`config.mk`:
```
export PLATFORM = sky130hd
export DESIGN_NAME = hba_fifo
export DESIGN_NICKNAME = d
export VERILOG_FILES = /design/src/hba_pkg.sv /design/src/hba_fifo.sv
export SDC_FILE = /design/constraint.sdc
export NUM_CORES = 1
export LEC_CHECK = 0
export BUFFER_PORTS_ARGS = -buffer_cell sky130_fd_sc_hd__buf_2
export CAP_MARGIN = 0
export CORE_MARGIN = 2
export CORE_UTILIZATION = 45
export CTS_BUF_LIST = sky130_fd_sc_hd__clkbuf_8
export DETAILED_ROUTE_END_ITERATION = 7
export PLACE_DENSITY = 0.74
export SLEW_MARGIN = 20
export SYNTH_ARGS = -nofsm -noshare
export SYNTH_HDL_FRONTEND = slang
export SYNTH_SLANG_ARGS = --single-unit
```
`constraint.sdc`:
```
create_clock -name clock -period 29 [get_ports clock]
set_input_delay 5.8 -clock clock [delete_from_list [all_inputs] [get_ports clock]]
set_output_delay 5.8 -clock clock [all_outputs]
set_load 0.005 [all_outputs]
```
`src/hba_pkg.sv`:
```
package hba_pkg;

   localparam int NUM_BINS_DEFAULT = 256;
   localparam logic [8:0] BINS_IN_USE_RESET = 9'd256;
   localparam int QUEUE_DEPTH = 2;

   typedef enum logic [1:0] {
      CMD_WRITE = 2'd0,
      CMD_ADD   = 2'd1,
      CMD_READ  = 2'd2
   } command_type;

   typedef enum logic [1:0] {
      STAT_OK    = 2'd0,
      STAT_MISS  = 2'd1,
      STAT_RANGE = 2'd2
   } status_type;

   typedef enum logic [2:0] {
      OP_WRITE,
      OP_ADD,
      OP_READ,
      OP_RANGE,
      OP_MISS
   } op_type;

   typedef enum logic [2:0] {
      B_CLEAR,
      B_IDLE,
      B_EDGE,
      B_PROBE,
      B_ACC,
      B_OUT
   } back_state_type;

   typedef struct packed {
      op_type      op;
      logic [7:0]  bin;
      logic [31:0] low_edge;
      logic [31:0] high_edge;
      logic [31:0] key;
      logic [47:0] triangles;
      logic [15:0] base_degree;
      logic [31:0] remainder;
   } q_entry_type;

   typedef struct packed {
      logic [39:0] count;
      logic [63:0] tri_sum;
      logic [47:0] deg_sum;
      logic [47:0] rem_sum;
   } acc_type;

   typedef struct packed {
      status_type  status;
      logic [7:0]  hit_bin;
      acc_type     acc;
   } result_type;

endpackage

```
`src/hba_fifo.sv`:
```
module hba_fifo (
   input  logic                 clock,
   input  logic                 reset,
   input  logic                 push,
   input  hba_pkg::q_entry_type push_data,
   input  logic                 pop,
   output logic                 full,
   output logic                 not_empty,
   output hba_pkg::q_entry_type head
);
   import hba_pkg::*;

   localparam int PW = (QUEUE_DEPTH > 1) ? $clog2(QUEUE_DEPTH) : 1;
   localparam int CW = $clog2(QUEUE_DEPTH + 1);

   q_entry_type      mem_ff [QUEUE_DEPTH];
   logic [PW-1:0]    wr_ff, wr_in, rd_ff, rd_in;
   logic [CW-1:0]    cnt_ff, cnt_in;

   assign full = (cnt_ff == CW'(QUEUE_DEPTH));
   assign not_empty = (cnt_ff != '0);
   assign head = mem_ff[rd_ff];

   always_comb begin
      wr_in = wr_ff;
      rd_in = rd_ff;
      cnt_in = cnt_ff;
      if (push) begin
         wr_in = (wr_ff == PW'(QUEUE_DEPTH - 1)) ? '0 : wr_ff + 1'b1;
      end
      if (pop) begin
         rd_in = (rd_ff == PW'(QUEUE_DEPTH - 1)) ? '0 : rd_ff + 1'b1;
      end
      if (push && !pop) begin
         cnt_in = cnt_ff + 1'b1;
      end else if (pop && !push) begin
         cnt_in = cnt_ff - 1'b1;
      end
   end

   always_ff @(posedge clock) begin
      if (reset) begin
         wr_ff <= '0;
         rd_ff <= '0;
         cnt_ff <= '0;
      end else begin
         wr_ff <= wr_in;
         rd_ff <= rd_in;
         cnt_ff <= cnt_in;
      end
      if (push) begin
         mem_ff[wr_ff] <= push_data;
      end
   end
endmodule

```
==> summary.txt <==
GRT
  – First-pass GRT wire length: 44.9 mm
  – Largest net degree at the start of global routing: 80
  – Total gr overflow: 0
  – Initial antenna violation count: 10
  – Vias in the first global route: 8065
  – Total track usage: 0.164

Worst setup path
  – Critical path class: reg -> out
  – CP Data Required Time: 23.20 ns
  – CP max FO: 58
  – Worst R2R Path Depth: 3
  – CP Capture Type: output pin
  – WP data arrival: 3.60 ns
  – Worst r2r src: wr_ff$_SDFFE_PP0P_
  – Worst r2r dst: mem_ff[0][42]$_DFFE_PP_
  – Critical path launch point type: flop
  – R2R setup slack: 26.47 ns

Placement
  – GPL Wtd Cong: 0.779
  – Placed cell areas: 18000 µm²
  – Number of buffers added on ports: 411
  – Detailed placement HPWL: 20.7 mm
  – Post-placement setup slack: 20.12 ns

Floorplanning
  – Die Span X: 190 µm
  – Initial core utilization: 0.454
  – Num rows: 68
  – Die Y: 190 µm
  – Num ports: 412
  – Area of the core: 34300 µm²
  – Die footprint: 36100 µm²

Route
  – Total number of vias: 7741
  – Final wirelength: 30.7 mm
  – Routed wire per std cell: 18.9 µm
  – Drt drc: 0
  – Initial DRT Pass Iterations: 4
  – Routed Antenna Nets: 0
  – Via density: 4.75
  – Initial drt markers: 325

Cells and area
  – Final instance area: 19200 µm²
  – Synth-to-Final Area Change: 23.6%
  – Share of cells above drive strength 1: 0.607
  – Nets: 1327

CTS
  – CTS Buf Count: 67
  – CTS H-Tree Depth: 3
  – CTS tree: built
  – Hold-fix buffer count after cts: 0
  – Post-CTS sizing: 0
  – Clock Latency Late Sink: 0.56 ns
  – Setup Fix Bufs, Post-CTS: 0
  – CTS sink cnt: 411
  – CTS Buffer Depth: 3
  – Clk slew on worst S/H paths: 0.06 ns
  – Root Driver: clkbuf_8

Power
  – VDD IR-drop max: 0.0000486 V
  – Leakage: 7.66 nW
  – Pwr Density: 67.4 nW/µm²

Hold path
  – Type of the most critical hold path: reg -> reg
  – Hold depth: 2
  – HP Start: cnt_ff[1]$_SDFFE_PP0P_
  – Hold path endpoint: cnt_ff[1]$_SDFFE_PP0P_

Logic synthesis
  – Syn nets: 862
  – Synth Area per Inst: 23.8 µm²
  – Largest area contributor in the netlist: edfxtp_1
  – Area share of the largest cell type after synthesis: 0.783
  – Ys Warns: 0
  – Top cells by area, synth: edfxtp_1 78%, mux2_4 16%, mux2_2 2.4%
  – Post-synthesis cell type count: 18
  – Seq/Total Area, Yosys: 0.790
  – Flops & latches, synth: 411
  – Post-Syn Instances: 654
  – Mapped cell area: 15600 µm²

STA
  – Least-Margin Pin Slew: 1.08 ns
  – Max Fclk: 0.106 GHz
  – Setup WS post-layout: 19.60 ns
  – Setup skew after layout: 0.0221 ns
  – Setup violations, final: 0
  – Hold Vio Cnt, Final: 0
  – Shortest period the worst path allows: 9.40 ns
  – Tcrit/Tclk final: 0.324
  – RSZ-0062 raised after global routing: no
  – Slew HR: 0.280
  – Final setup TNS: 0 ns
  – Final Max Slew Viols: 0

Run
  – Max-Cap Viols: 0

Run status
  – Status: finished clean
[through the flow]
| stage | utilization | hold slack, ns | total power [mW] | std cells |
|---|---|---|---|---|
| detailed placement | 0.526 | 0.503 | 0.867 | 1505 |
| global route | 0.561 | 0.536 | 1.36 | 1626 |
| floorplan | - | 0.456 | 0.812 | 654 |
| global placement | 0.526 | 0.475 | 0.862 | 1505 |
| finish | 0.561 | 0.511 | 1.30 | 1628 |
| CTS | 0.561 | 0.514 | 1.32 | 1621 |
[worst max-delay path, cell delays in order (launching register included)]
cell	delay, ns
dfxtp_4	0.75
buf_4	0.77
buf_4	0.89
mux2_4	0.36
buf_2	0.13
[state kept, by name, summed over array words and instances (netlist names), named ones only]
register and flops:
wr_ff 1, mem_ff 406, rd_ff 1, cnt_ff 2
[final cells by class]
type,instances,area [µm²]
fillers,2606,15000
flip-flops and latches,411,12300
multi-input cells,219,3040
repair buffers,419,2120
clock buffers,71,977
well taps,455,569
clock inverters,45,219
diodes,7,17.5
inverters,1,3.75
[layer usage]
metal  global-route usage  vias up  part of all wire
met2                0.272      352              0.50
met5                    0        -            0.0011
met4               0.0799        6             0.028
met3               0.0574       68             0.094
met1                0.191     3762              0.38
li1                     -     3553                 -
[how the worst max path moves through the flow]
stage,from,to,cells past startpoint
2_1_floorplan,push,mem_ff[0][0]$_DFFE_PP_,1
3_3_place_gp,flop,head[51],4
3_5_place_dp,flop,head[107],4
4_1_cts,flop,head[107],4
5_1_grt,flop,head[24],4
6_report,flop,head[48],4
[cells in the final DEF, fill, tap and decap left out]
cell type	Yosys	layout
edfxtp_1	406	406
clkinv_2	0	6
buf_6	19	2
xor2_1	2	2
buf_2	3	411
bufinv_16	0	1
inv_1	1	24
mux2_4	170	170
xnor2_1	2	2
diode_2	0	7
nor2b_4	0	1
dfxtp_4	0	1
or2_2	1	1
o21ai_0	1	1
buf_4	0	6
ha_1	1	1
mux2_2	33	33
clkinvlp_4	0	3
and2_4	0	1
dfxtp_1	5	4
a21oi_1	1	1
nor2_1	4	4
clkinv_1	0	11
clkbuf_8	0	71
or3_1	1	1
nor2b_1	2	1
clkinv_4	0	1
[power breakdown]
part | switching, mW | total (mW) | internal (mW)
Sequential | 0.0114 | 0.706 | 0.695
Clock | 0.211 | 0.446 | 0.235
Combinational | 0.0660 | 0.145 | 0.0795
[cell usage after synthesis (all sizes together)]
master  count
edfxtp    406
mux2      203
buf        23
dfxtp       5
nor2        4
nor2b       2
xnor2       2
xor2        2
a21oi       1
and2        1
ha          1
inv         1
o21ai       1
or2         1
or3         1
[cell families after synthesis]
group,count (synthesis),synth area share
compound gates,2,0.000642
simple gates,9,0.00297
xor+xnor,4,0.00225
flops,411,0.790
fa+ha+maj,1,0.000804
mux,203,0.188
buf+inv,24,0.0159
Power figures use the tool's default switching activity.
