$ cat src/hba_pkg.sv
package hba_pkg;

   localparam int NUM_BINS_DEFAULT = 256;
   localparam logic [8:0] BINS_IN_USE_RESET = 9'd256;
   localparam int QUEUE_DEPTH = 2;

   typedef enum logic [1:0] {
      CMD_WRITE = 2'd0,
      CMD_ADD   = 2'd1,
      CMD_READ  = 2'd2
   } command_type;

   typedef enum logic [1:0] {
      STAT_OK    = 2'd0,
      STAT_MISS  = 2'd1,
      STAT_RANGE = 2'd2
   } status_type;

   typedef enum logic [2:0] {
      OP_WRITE,
      OP_ADD,
      OP_READ,
      OP_RANGE,
      OP_MISS
   } op_type;

   typedef enum logic [2:0] {
      B_CLEAR,
      B_IDLE,
      B_EDGE,
      B_PROBE,
      B_ACC,
      B_OUT
   } back_state_type;

   typedef struct packed {
      op_type      op;
      logic [7:0]  bin;
      logic [31:0] low_edge;
      logic [31:0] high_edge;
      logic [31:0] key;
      logic [47:0] triangles;
      logic [15:0] base_degree;
      logic [31:0] remainder;
   } q_entry_type;

   typedef struct packed {
      logic [39:0] count;
      logic [63:0] tri_sum;
      logic [47:0] deg_sum;
      logic [47:0] rem_sum;
   } acc_type;

   typedef struct packed {
      status_type  status;
      logic [7:0]  hit_bin;
      acc_type     acc;
   } result_type;

endpackage

$ cat src/hba_ifs.sv
interface hba_req_if;
   logic        valid;
   logic        ready;
   logic [1:0]  command;
   logic [7:0]  bin_index;
   logic [31:0] low_edge_in;
   logic [31:0] high_edge_in;
   logic [31:0] total_degree;
   logic [47:0] triangles;
   logic [15:0] base_degree;

   modport source (output valid, command, bin_index, low_edge_in, high_edge_in,
                   total_degree, triangles, base_degree, input ready);
   modport sink (input valid, command, bin_index, low_edge_in, high_edge_in,
                 total_degree, triangles, base_degree, output ready);
endinterface


$ cat src/hba_front.sv
module hba_front #(
   parameter int NUM_BINS = hba_pkg::NUM_BINS_DEFAULT
) (
   hba_req_if.sink                        req_chan,
   input  logic [$clog2(NUM_BINS+1)-1:0]  n_bins,
   input  logic                           clearing,
   input  logic                           queue_full,
   output logic                           push,
   output hba_pkg::q_entry_type           push_data
);
   import hba_pkg::*;

   localparam int NW = $clog2(NUM_BINS + 1);
   localparam int KW = (NW > 8) ? NW : 8;

   logic index_bad;

   assign req_chan.ready = !queue_full && !clearing;
   assign push = req_chan.valid && req_chan.ready;
   assign index_bad = (KW'(req_chan.bin_index) >= KW'(n_bins));

   always_comb begin
      push_data.bin = req_chan.bin_index;
      push_data.low_edge = req_chan.low_edge_in;
      push_data.high_edge = req_chan.high_edge_in;
      push_data.key = req_chan.total_degree;
      push_data.triangles = req_chan.triangles;
      push_data.base_degree = req_chan.base_degree;
      push_data.remainder = (req_chan.total_degree > 32'(req_chan.base_degree)) ?
                            req_chan.total_degree - 32'(req_chan.base_degree) : '0;
      if (req_chan.command == CMD_ADD) begin
         push_data.op = (n_bins == '0) ? OP_MISS : OP_ADD;
      end else if (index_bad) begin
         push_data.op = OP_RANGE;
      end else if (req_chan.command == CMD_WRITE) begin
         push_data.op = OP_WRITE;
      end else begin
         push_data.op = OP_READ;
      end
   end
endmodule

$ cat src/flat_wrapper.sv
// flat-port wrapper written by rule: the top's interface ports become plain ports
module hba_front_flat import hba_pkg::*;
#(
   parameter int NUM_BINS = hba_pkg::NUM_BINS_DEFAULT
)
  (n_bins, clearing, queue_full, push, push_data, req_chan_valid, req_chan_command, req_chan_bin_index, req_chan_low_edge_in, req_chan_high_edge_in, req_chan_total_degree, req_chan_triangles, req_chan_base_degree, req_chan_ready);
  hba_req_if req_chan_i ();
  input  logic [$clog2(NUM_BINS+1)-1:0] n_bins;
  input  logic clearing;
  input  logic queue_full;
  output logic push;
  output hba_pkg::q_entry_type push_data;
  input wire logic [$bits(req_chan_i.valid)-1:0] req_chan_valid;
  input wire logic [$bits(req_chan_i.command)-1:0] req_chan_command;
  input wire logic [$bits(req_chan_i.bin_index)-1:0] req_chan_bin_index;
  input wire logic [$bits(req_chan_i.low_edge_in)-1:0] req_chan_low_edge_in;
  input wire logic [$bits(req_chan_i.high_edge_in)-1:0] req_chan_high_edge_in;
  input wire logic [$bits(req_chan_i.total_degree)-1:0] req_chan_total_degree;
  input wire logic [$bits(req_chan_i.triangles)-1:0] req_chan_triangles;
  input wire logic [$bits(req_chan_i.base_degree)-1:0] req_chan_base_degree;
  output wire logic [$bits(req_chan_i.ready)-1:0] req_chan_ready;
  assign req_chan_i.valid = req_chan_valid;
  assign req_chan_i.command = req_chan_command;
  assign req_chan_i.bin_index = req_chan_bin_index;
  assign req_chan_i.low_edge_in = req_chan_low_edge_in;
  assign req_chan_i.high_edge_in = req_chan_high_edge_in;
  assign req_chan_i.total_degree = req_chan_total_degree;
  assign req_chan_i.triangles = req_chan_triangles;
  assign req_chan_i.base_degree = req_chan_base_degree;
  assign req_chan_ready = req_chan_i.ready;
  hba_front #(.NUM_BINS(NUM_BINS)) u_core (.req_chan(req_chan_i), .n_bins(n_bins), .clearing(clearing), .queue_full(queue_full), .push(push), .push_data(push_data));
endmodule
$ cat config.mk
export PLATFORM = sky130hd
export DESIGN_NAME = hba_front_flat
export DESIGN_NICKNAME = d
export VERILOG_FILES = /design/src/hba_pkg.sv /design/src/hba_ifs.sv /design/src/hba_front.sv /design/src/flat_wrapper.sv
export SDC_FILE = /design/constraint.sdc
export NUM_CORES = 1
export LEC_CHECK = 0
export ABC_CLOCK_PERIOD_IN_PS = 2700
export BUFFER_PORTS_ARGS = -buffer_cell sky130_fd_sc_hd__buf_2
export CAP_MARGIN = 20
export CORE_AREA = 2 2 151 153
export DETAILED_ROUTE_END_ITERATION = 10
export DIE_AREA = 0 0 153 155
export PLACE_DENSITY = 0.41
export SLEW_MARGIN = 5
export SYNTH_ARGS = -nofsm -noshare
export SYNTH_HDL_FRONTEND = slang
export SYNTH_SLANG_ARGS = --single-unit
$ cat constraint.sdc
create_clock -name vclk -period 2.7
set_input_delay 0.135 -clock vclk [all_inputs]
set_output_delay 0.135 -clock vclk [all_outputs]
set_load 0.02 [all_outputs]
==> results of run 1 <==
## metrics by stage
step / instances / setup WS, ps / hold slack (ps) / utilization
after floorplan: 453 / 105 / 350 / -
after global placement: 767 / -26.1 / 270 / 0.146
final: 768 / 103 / 270 / 0.148
after CTS: 768 / 42.1 / 270 / 0.146
after global routing: 768 / 12.5 / 270 / 0.148
after detailed placement: 767 / -61.6 / 270 / 0.146
## kinds of logic after synthesis
group,count (synthesis)
simple gates,126
compound gates,73
buf+inv,210
fa+ha+maj,25
xor+xnor,19
## metal layers
layer,share of wire,vias up,wire [um]
li1,-,1414,-
met1,0.38,1267,4620
met2,0.48,163,5900
met3,0.087,60,1070
met4,0.050,0,609
met5,0,-,0
## cells in the final DEF, fill, tap and decap left out, types with 3 or more instances in the layout
master      n
a211oi_1    3
a21o_1      7
a21oi_1    21
a31oi_1     4
and2_1      3
buf_2     162
buf_4      44
ha_1       23
inv_1      32
nand2_1    20
nand2b_1    7
nand3_1    11
nand4_1     5
nor2_1     43
nor3_1      6
nor4_1      5
o21a_1      3
o21ai_0    16
or3_1       5
or4_1       6
xnor2_1    14
xor2_1      5
## final cells by class
cell class         instances  share of cell area
multi-input cells        243               0.500
inverters                 32              0.0365
repair buffers           208               0.355
well taps                285               0.108
## power by group through the flow
stage | clock [uW] | combinational (uW) | sequential (uW)
4_1_cts | 0 | 789 | 0
6_report | 0 | 778 | 0
5_1_grt | 0 | 853 | 0
3_3_place_gp | 0 | 785 | 0
2_1_floorplan | 0 | 715 | 0
3_5_place_dp | 0 | 784 | 0
## path summary, 6_finish.rpt
path | from | end | depth (start not counted)
max | req_chan_base_degree[14] | push_data[27] | 11
min | req_chan_low_edge_in[23] | push_data[183] | 0
## repair_timing
action	4_1_cts	5_1_grt
resized for setup	0	10
endpoints found under the hold margin	0	0
pin swaps	1	0
buffers inserted	1	0
setup endpoints to repair	6	12
cloned	0	0
==> reports/qor.yml, run 1 <==
global_routing:
  use_met2: 0.173
  use_met3: 0.0265
  grt.total_usage: 0.0953
  globalRouteOverflowTotal: 0
  grt_start_max_net_pins: 19
  grt_pass1_wl_mm: 17.4
  busiest_layer: "met2"
  grt_pass1_vias: 3041
  antenna_found_initial: 0
  gr-usage-met1: 0.103
floorplan:
  die_y_um: 155
  die_w_um: 153
  row_count: 55
  dieArea_um2: 23700
  core_um2: 22200
  initial_core_util: 0.137
  pin_count: 387
power_and_ir_drop:
  netSwitchingFraction: 0.605
  power.total_uw: 778
  cell_internal_pwr_uw: 307
  p_comb_frac: 1.000
  power_frac_seq: 0
  switchingPower_uw: 470
  p_leak_uw: 0.00165
  power-per-cell-area_nw_per_um2: 237
  p_clk_frac: 0
  ir_drop_mv: 0.0373
placement:
  placed_area_um2: 3240
  gp_congestion: 0.781
  place_hpwl_mm: 11.0
  placement.io_buffers: 163
setup_path:
  cp_max_fo: 4
  path_cells: "buf_2 > inv_1 > ha_1 > a21oi_1 > nand2b_1 > o31a_1 > o21ai_0 > and2_1 > or4_1 > a21oi_1 > buf_2"
  worstPathArrival_ps: 2460
  worst_path_dominant_cell_family: "simple AND/OR/NAND/NOR gates"
  setup.worst_path.class: "in -> out"
  crit_buf_inv: 3
  worstSetupStartpointType: "input port"
  crit_required_ps: 2570
  end_kind: "output pin"
  slowest_delay_ps: 460
  cpMaxStageDelayCell: "or4_1"
synth:
  ys_top_cells_by_area: "buf_4 41%, ha_1 9.8%, nor2_1 5.3%"
  ys.warnings.count: 0
  yosysMostFrequentCell: "buf_4"
  synth-xor-area-share: 0.0546
  synth_simple_gate_area_share: 0.215
  syn_inst: 453
  synth_compound_area_frac: 0.153
  synth_top_cell_area_share: 0.413
  yosys-top-cells-count: "168 x buf_4, 43 x nor2_1, 32 x inv_1, 24 x ha_1, 22 x a21oi_1"
  synthMuxAreaShare: 0
  synth_nets: 660
  yosysTopAreaCell: "buf_4"
  yosys.area_share.adder: 0.105
  synth_top_family_by_area: "buffers and inverters"
  yosysSeqAreaShare: 0
  yosys.cell_types.count: 46
  syn_area_um2: 3050
  synth.avg_cell_area_um2: 6.73
run:
  drv_cap: 0
sta:
  period_minus_slack_ps: 2600
  setup-tns-final_ps: 0
  setup_violations: 0
  slew_headroom: 0.709
  hold_viol: 0
  slew_viol_final: 0
  max_freq_mhz: 385
  finalCritPeriodShare: 0.962
  max_slew.worst_pin.slew_ps: 433
  grt_setup_unrepaired: "false"
final_layout:
  final_area_um2: 3290
  diodes: 0
  regArea_um2: 0
  drive_above_1_share: 0.458
  nFlopsAndLatches: 0
  final_nets: 692
  multi_input_area_um2: 1640
  area_growth_pct: 7.79
  nClkBuffers: 0
  n_fill_cell: 2581
run_status:
  status: "finished, final reports clean"
hold_path:
  min_path_type: "in -> out"
detailed_routing:
  vias: 2904
  wl_per_cell_um: 15.9
  viasPerCell: 3.78
  route.detailed.drc: 0
  wirelength_mm: 12.2
  dr.pass1.iters: 4
  drt_iter0_drc: 63
  postRouteAntennaNets: 0
cts:
  cts_hold_buf: 0
(Power assumes the default switching activity.)
==> run 2: changes to the inputs <==
--- a/config.mk
+++ b/config.mk
@@ -6,12 +6,12 @@
 export NUM_CORES = 1
 export LEC_CHECK = 0
 export ABC_CLOCK_PERIOD_IN_PS = 2700
-export BUFFER_PORTS_ARGS = -buffer_cell sky130_fd_sc_hd__buf_2
 export CAP_MARGIN = 20
-export CORE_AREA = 2 2 151 153
+export CORE_AREA = 2 2 149 151
 export DETAILED_ROUTE_END_ITERATION = 10
-export DIE_AREA = 0 0 153 155
-export PLACE_DENSITY = 0.41
+export DIE_AREA = 0 0 151 153
+export DONT_BUFFER_PORTS = 1
+export PLACE_DENSITY = 0.3
 export SLEW_MARGIN = 5
 export SYNTH_ARGS = -nofsm -noshare
 export SYNTH_HDL_FRONTEND = slang
==> run 2 against run 1 <==
Critical path depth is 1 lower. Fmax grew 1.3%. Non-clock buffer count is 158 lower. Wire length shrank 14%. Largest cell class unchanged. Largest power group unchanged. Highest routed layer unchanged.
==> reports/qor.yml, run 2 (synthesis gave the netlist of run 1 again) <==
run_status:
  status: "finished, final reports clean"
sta:
  period_minus_slack_ps: 2560  # -33.3 ps
  finalCritPeriodShare: 0.949  # -0.0123
  setup-tns-final_ps: 0  # unchanged
  slew_viol_final: 0  # unchanged
  hold_viol: 0  # unchanged
  setup_violations: 0  # unchanged
  max_slew.worst_pin.slew_ps: 540  # +108 ps
  max_freq_mhz: 390  # +1.3%
  slew_headroom: 0.636  # -0.0725
  grt_setup_unrepaired: "false"
final_layout:
  drive_above_1_share: 0.178  # -0.279
  n_fill_cell: 2558  # -0.89%
  diodes: 0  # unchanged
  regArea_um2: 0  # unchanged
  area_growth_pct: -18.4
  final_nets: 534  # -23%
  nClkBuffers: 0  # unchanged
  mostFrequentLayoutCells: "49 x buf_4, 43 x nor2_1, 32 x inv_1"
  nFlopsAndLatches: 0  # unchanged
  mostFrequentLayoutCell: "buf_4"
  final_area_um2: 2490  # -24%
placement:
  placement.io_buffers: 0  # -100%
  gp_congestion: 0.742  # -5.0%
  place_hpwl_mm: 9.47  # -14%
  placed_area_um2: 2470  # -24%
setup_path:
  slowest_delay_ps: 470  # about the same
  worstSetupStartpointType: "input port"
  setup.worst_path.class: "in -> out"
  cp_max_fo: 6  # +2
  worstPathArrival_ps: 2430  # -30 ps
  crit_buf_inv: 2  # -1
  path_cells: "inv_1 > ha_1 > a21oi_1 > nand2b_1 > o31a_1 > o21ai_1 > and2_1 > or4_1 > a21oi_1 > buf_4"
  crit_path_end: "push_data[27]"
  end_kind: "output pin"
  startpoint: "req_chan_base_degree[14]"
  worst_path_dominant_cell_family: "simple AND/OR/NAND/NOR gates"
  cp_num_cells: 10  # -1
  crit_required_ps: 2570  # about the same
  cpMaxStageDelayCell: "or4_1"
  crit_top_cell: "a21oi_1"
detailed_routing:
  postRouteAntennaNets: 0  # unchanged
  vias: 2315  # -20%
  drt_iter0_drc: 75  # +19%
  wl_per_cell_um: 17.3  # +9.1%
  wirelength_mm: 10.5  # -14%
  viasPerCell: 3.83  # +1.2%
  route.detailed.drc: 0  # unchanged
  dr.pass1.iters: 4  # unchanged
global_routing:
  grt_pass1_wl_mm: 14.9  # -15%
  grt_start_max_net_pins: 17  # -2
  grt.total_usage: 0.0838  # -0.0115
  globalRouteOverflowTotal: 0  # unchanged
  grt_pass1_vias: 2530  # -17%
  antenna_found_initial: 0  # unchanged
hold_path:
  min_path_type: "in -> out"
  hp-start: "req_chan_high_edge_in[15]"
  whs_path_depth: 0  # unchanged
floorplan:
  initial_core_util: 0.142  # +0.00474
  core_um2: 21500  # -3.3%
  row_count: 54  # -1.8%
  dieArea_um2: 23100  # -2.6%
  pin_count: 387  # unchanged
  die_w_um: 151  # -1.3%
  die_y_um: 153  # -1.3%
cts:
  cts_hold_buf: 0  # unchanged
  postCtsSetupRepairBufs: 0  # -1
  cts_resized: 0  # unchanged
power_and_ir_drop:
  p_leak_uw: 0.00104  # -37%
  ir_drop_mv: 0.0570  # +53%
  power-per-cell-area_nw_per_um2: 231  # -2.5%
run:
  drv_cap: 0  # unchanged
## run 2: how the worst min path moves through the flow
stage	to	slack, ps
2_1_floorplan	req_chan_ready	350
5_1_grt	push_data[109]	270
3_5_place_dp	push_data[140]	270
4_1_cts	push_data[140]	270
3_3_place_gp	push_data[140]	270
6_report	push_data[143]	270
## run 2: layout make-up
| type | count | area, um^2 | share of cell area |
|---|---|---|---|
| Timing Repair Buffer | 50 | 388 | 0.156 |
| Tap cell | 280 | 350 | 0.141 |
| Inverter | 32 | 120 | 0.0483 |
| Multi-Input combinational cell | 243 | 1630 | 0.655 |
## run 2: through the flow
stage / cells / setup WS, ps / total power, uW / hold slack (ps) / util
finish: 605 / 137 / 574 / 270 / 0.116
global route: 605 / 13.6 / 628 / 270 / 0.116
CTS: 605 / 77.8 / 579 / 270 / 0.115
detailed placement: 605 / 91.9 / 576 / 270 / 0.115
global placement: 605 / 88.9 / 578 / 270 / 0.115
floorplan: 453 / 105 / 715 / 350 / -
## run 2: power breakdown
part	internal (uW)	switching, uW	leakage, uW
logic	236	338	0.00104
registers	0	0	0
clock network	0	0	0
total	236	338	0.00104
## run 2: routing by layer
metal	up-vias	GRT usage	share of wire
met4	0	0.0249	0.031
li1	1090	-	-
met5	-	0	0
met3	39	0.0284	0.10
met1	1047	0.0833	0.35
met2	139	0.161	0.52
